<file path="src/hdl/fpa_fifo.sv">
`timescale 1ns / 1ps
// ----------------------------------------------------------------------------
// fpa_fifo: small register queue
// Holds entries between pipeline stages; count-based empty, count exported.
// ----------------------------------------------------------------------------
module fpa_fifo #(
    parameter int W     = 8,
    parameter int DEPTH = 4
) (
    input  logic         clk,
    input  logic         rst_n,
    input  logic         wr,
    input  logic [W-1:0] wdata,
    input  logic         rd,
    output logic [W-1:0] rdata,
    output logic         empty,
    output logic [$clog2(DEPTH+1)-1:0] count
);

    localparam int AW = $clog2(DEPTH);
    localparam int CW = $clog2(DEPTH + 1);

    logic [W-1:0]  mem_reg [DEPTH];
    logic [AW-1:0] wp_reg;
    logic [AW-1:0] rp_reg;
    logic [CW-1:0] cnt_reg;

    always_ff @(posedge clk or negedge rst_n)
    begin
        if (!rst_n)
        begin
            wp_reg  <= '0;
            rp_reg  <= '0;
            cnt_reg <= '0;
        end
        else
        begin
            if (wr)
                wp_reg <= (wp_reg == AW'(DEPTH - 1)) ? '0 : wp_reg + AW'(1);
            if (rd)
                rp_reg <= (rp_reg == AW'(DEPTH - 1)) ? '0 : rp_reg + AW'(1);
            cnt_reg <= cnt_reg + CW'(wr) - CW'(rd);
        end
    end

    always_ff @(posedge clk)
    begin
        if (wr)
            mem_reg[wp_reg] <= wdata;
    end

    assign rdata = mem_reg[rp_reg];
    assign empty = cnt_reg == '0;
    assign count = cnt_reg;

endmodule

</file>
<file path="config.mk">
export PLATFORM = sky130hd
export DESIGN_NAME = fpa_fifo
export DESIGN_NICKNAME = d
export VERILOG_FILES = /design/src/hdl/fpa_fifo.sv
export SDC_FILE = /design/constraint.sdc
export NUM_CORES = 1
export LEC_CHECK = 0
export ABC_AREA = 1
export BUFFER_PORTS_ARGS = -buffer_cell sky130_fd_sc_hd__buf_2
export CORE_MARGIN = 8
export CORE_UTILIZATION = 30
export CTS_BUF_LIST = sky130_fd_sc_hd__clkbuf_4 sky130_fd_sc_hd__clkbuf_8
export DETAILED_ROUTE_END_ITERATION = 16
export GPL_TIMING_DRIVEN = 0
export PLACE_DENSITY = 0.53
export SYNTH_ARGS = -nofsm -noshare
export SYNTH_HDL_FRONTEND = slang
export SYNTH_SLANG_ARGS = --single-unit
</file>
<file path="constraint.sdc">
create_clock -name clk -period 1.6 [get_ports clk]
set_clock_uncertainty 0.2 [all_clocks]
set_input_delay 0.08 -clock clk [delete_from_list [all_inputs] [get_ports clk]]
set_output_delay 0.08 -clock clk [all_outputs]
set_load 0.05 [all_outputs]
</file>
==> results.py <==
metrics = {
    "floorplanning": {
        "dieArea_sq_um": 8630,
        "row_count": 28,
        "design.core.area_sq_um": 5820,
        "fp.dieW_um": 92.9,
        "ios": 24,
        "dieHeight_um": 92.9,
        "initial_core_util": 0.305,
    },
    "worst_setup_path": {
        "cp.arrival_ps": 1690,
        "reg2reg_depth": 7,
        "cp-start-kind": "register",
        "worst_ep_required_time_ps": 1580,
        "cp_common_cell": "inv_2",
        "slowest_stage": "fa_2",
        "reg2reg_slack_ps": -100,
        "crit_path_end_kind": "register",
        "critPathKind": "reg -> reg",
        "r2r-end": "count[1]$_DFF_PN0_",
        "critPathMaxFanout": 2,
        "r2r-start": "count[0]$_DFF_PN0_",
        "slowest_delay_ps": 520,
        "path_cells": "inv_2, ha_4, inv_4, ha_4, inv_2, fa_2, inv_2",
    },
    "layout": {
        "final_cell_mix": "inv_1, edfxtp_1, nand2_2",
        "syn2layout_area_growth_pct": 50.7,
        "seqCellArea_sq_um": 1140,
        "drive_above_1_share": 0.485,
        "layout_commonest_cell": "inv_1",
        "multi_input_area_sq_um": 659,
        "largest_reg_flops": 32,
        "num-nets-final": 246,
        "fillers": 565,
        "antennaDiodeCount": 0,
    },
    "clock_tree": {
        "clock_sinks": 39,
        "cts_buffers": 5,
        "cts_max_level": 2,
        "clk_pin_slew_ps": 70,
        "insertion_delay_ps": 280,
        "cts_tree": "done",
        "ctsLongestPathBuffers": 2,
        "cts_root_buf": "clkbuf_8",
    },
    "detailed_routing": {
        "viasPerCell": 4.22,
        "drc": 0,
        "antenna_left": 0,
        "drt-initial-drc-count": 60,
        "wl_mm": 3.81,
        "wire_per_inst_um": 12.6,
        "drt_pass1_iterations": 4,
        "vias": 1274,
    },
    "timing": {
        "fin_tns_setup_ps": -389,
        "rsz0062_at_grt": "yes",
        "period_minus_slack_ps": 1700,
        "relSlewSlack": 0.715,
        "hold_viol_final": 3,
        "setup_violations": 10,
        "fin_crit_sh": 1.06,
        "worst_pin_slew_ps": 428,
        "layout_setup_ws_ps": -101,
        "finalHoldWorstSlack_ps": -74.5,
        "maxSlewViolCount": 0,
        "fmax_mhz": 588,
    },
    "placed_design": {
        "gp_congestion": 0.674,
        "hpwl_mm": 2.29,
        "port-buffer-count": 23,
        "pre_cts_ws_ps": -151,
    },
    "synth": {
        "ys_types": 16,
        "synth-seq-cells": 39,
        "synth_seq_area_share": 0.640,
        "syn_nets": 195,
        "syn_avg_cell_area_sq_um": 10.1,
        "synthCells": 175,
        "synth_area_sq_um": 1770,
        "yosys_warnings": 0,
    },
    "grt": {
        "grt_max_degree": 13,
        "grtUsageTotal": 0.0976,
        "overflow": 0,
        "grt_pass1_vias": 1371,
        "grt_antenna_before_repair": 0,
        "grt_pass1_wl_mm": 6.49,
    },
    "min_path": {
        "hold_class": "in -> reg",
        "hold_depth": 2,
        "worstHoldEndpoint": "wp_reg[0]$_DFFE_PN0P_",
        "min_from": "wr",
    },
    "power_and_ir_drop": {
        "leakage_nw": 1.22,
        "p_per_area_nw_per_um2": 1900,
        "ir_worst_vdd_uv": 789,
    },
    "run_status": {
        "violations": "hold timing, setup timing",
        "status": "finished, violations left",
    },
    "flow_run": {
        "maxCapViolations": 0,
    },
}
[worst max path at each step]
stage	depth (start not counted)	slack, ps	endpoint	startpoint
after global placement	8	-140	count[2]$_DFF_PN0_	count[0]$_DFF_PN0_
after detailed placement	8	-150	count[2]$_DFF_PN0_	count[0]$_DFF_PN0_
final	7	-100	count[1]$_DFF_PN0_	count[0]$_DFF_PN0_
after floorplan	8	-270	count[2]$_DFF_PN0_	count[0]$_DFF_PN0_
after CTS	7	-100	count[1]$_DFF_PN0_	count[0]$_DFF_PN0_
after global routing	7	-150	count[1]$_DFF_PN0_	count[0]$_DFF_PN0_
[final cells by class]
| class | count | share of cell area |
|---|---|---|
| multi-input cells | 85 | 0.247 |
| flip-flops and latches | 39 | 0.425 |
| well taps | 75 | 0.0351 |
| inverters | 47 | 0.0767 |
| clock inverters | 2 | 0.00468 |
| plain buffers | 4 | 0.0182 |
| clock buffers | 6 | 0.0285 |
| repair buffers | 44 | 0.165 |
[Yosys cell counts]
cell,count,area share
nand2_1,53,0.11
inv_1,45,0.095
edfxtp_1,32,0.54
nand3_1,17,0.048
dfrtp_1,7,0.099
ha_1,7,0.049
o21ai_0,3,0.0085
buf_6,2,0.013
nor2_1,2,0.0042
buf_2,1,0.0028
buf_4,1,0.0042
fa_1,1,0.011
inv_2,1,0.0021
inv_4,1,0.0035
nor3_1,1,0.0028
o21ai_1,1,0.0028
[critical path, delay by kind of cell, from the launching register on]
family | cells | cell delay, ps
fa+ha+maj | 3 | 820
buf+inv | 4 | 170
flops | 1 | 410
[per-stage QoR]
| step | instance area, sq um | total power [mW] | util | hold slack [ps] | instances |
|---|---|---|---|---|---|
| global placement | 1990 | 3.31 | 0.342 | -269 | 273 |
| detailed placement | 1990 | 3.33 | 0.342 | -264 | 273 |
| floorplan | 1780 | 2.87 | - | -416 | 175 |
| global route | 2670 | 5.41 | 0.460 | -42.6 | 302 |
| CTS | 2490 | 4.73 | 0.428 | -149 | 300 |
| finish | 2670 | 5.08 | 0.460 | -74.5 | 302 |
[power by group]
group          internal [mW]  total, mW  switching (mW)  leakage, nW
Combinational           1.20       2.99            1.79        0.803
Clock                  0.321      0.646           0.325       0.0446
Sequential              1.34       1.44           0.105        0.377
Total                   2.86       5.08            2.22         1.22
[metal layers]
layer / track usage / share of wire / vias to the layer above / wire, um
met5: 0 / 0 / - / 0
met3: 0.0202 / 0.028 / 5 / 107
li1: - / - / 644 / -
met4: 0.0443 / 0.019 / 0 / 71
met1: 0.103 / 0.40 / 611 / 1520
met2: 0.180 / 0.55 / 14 / 2110
[cell families (layout without fill, tap and decap cells)]
family | Yosys count | count (layout) | synth area share
flip-flops | 39 | 39 | 0.640
AND/OR/NAND/NOR | 73 | 73 | 0.167
AO/OA/AOI/OAI | 4 | 4 | 0.0113
adder cells (fa/ha/maj) | 8 | 8 | 0.0606
buffers and inverters | 51 | 103 | 0.121
[what timing repair did]
action / CTS / global route
buffers inserted: 7 / 1
gates resized for setup: 62 / 48
hold buffers: 10 / 1
pin swaps: 16 / 7
setup endpoints to repair: 10 / 34
endpoints found under the hold margin: 44 / 5
gates cloned: 2 / 0
(Power assumes the default switching activity.)
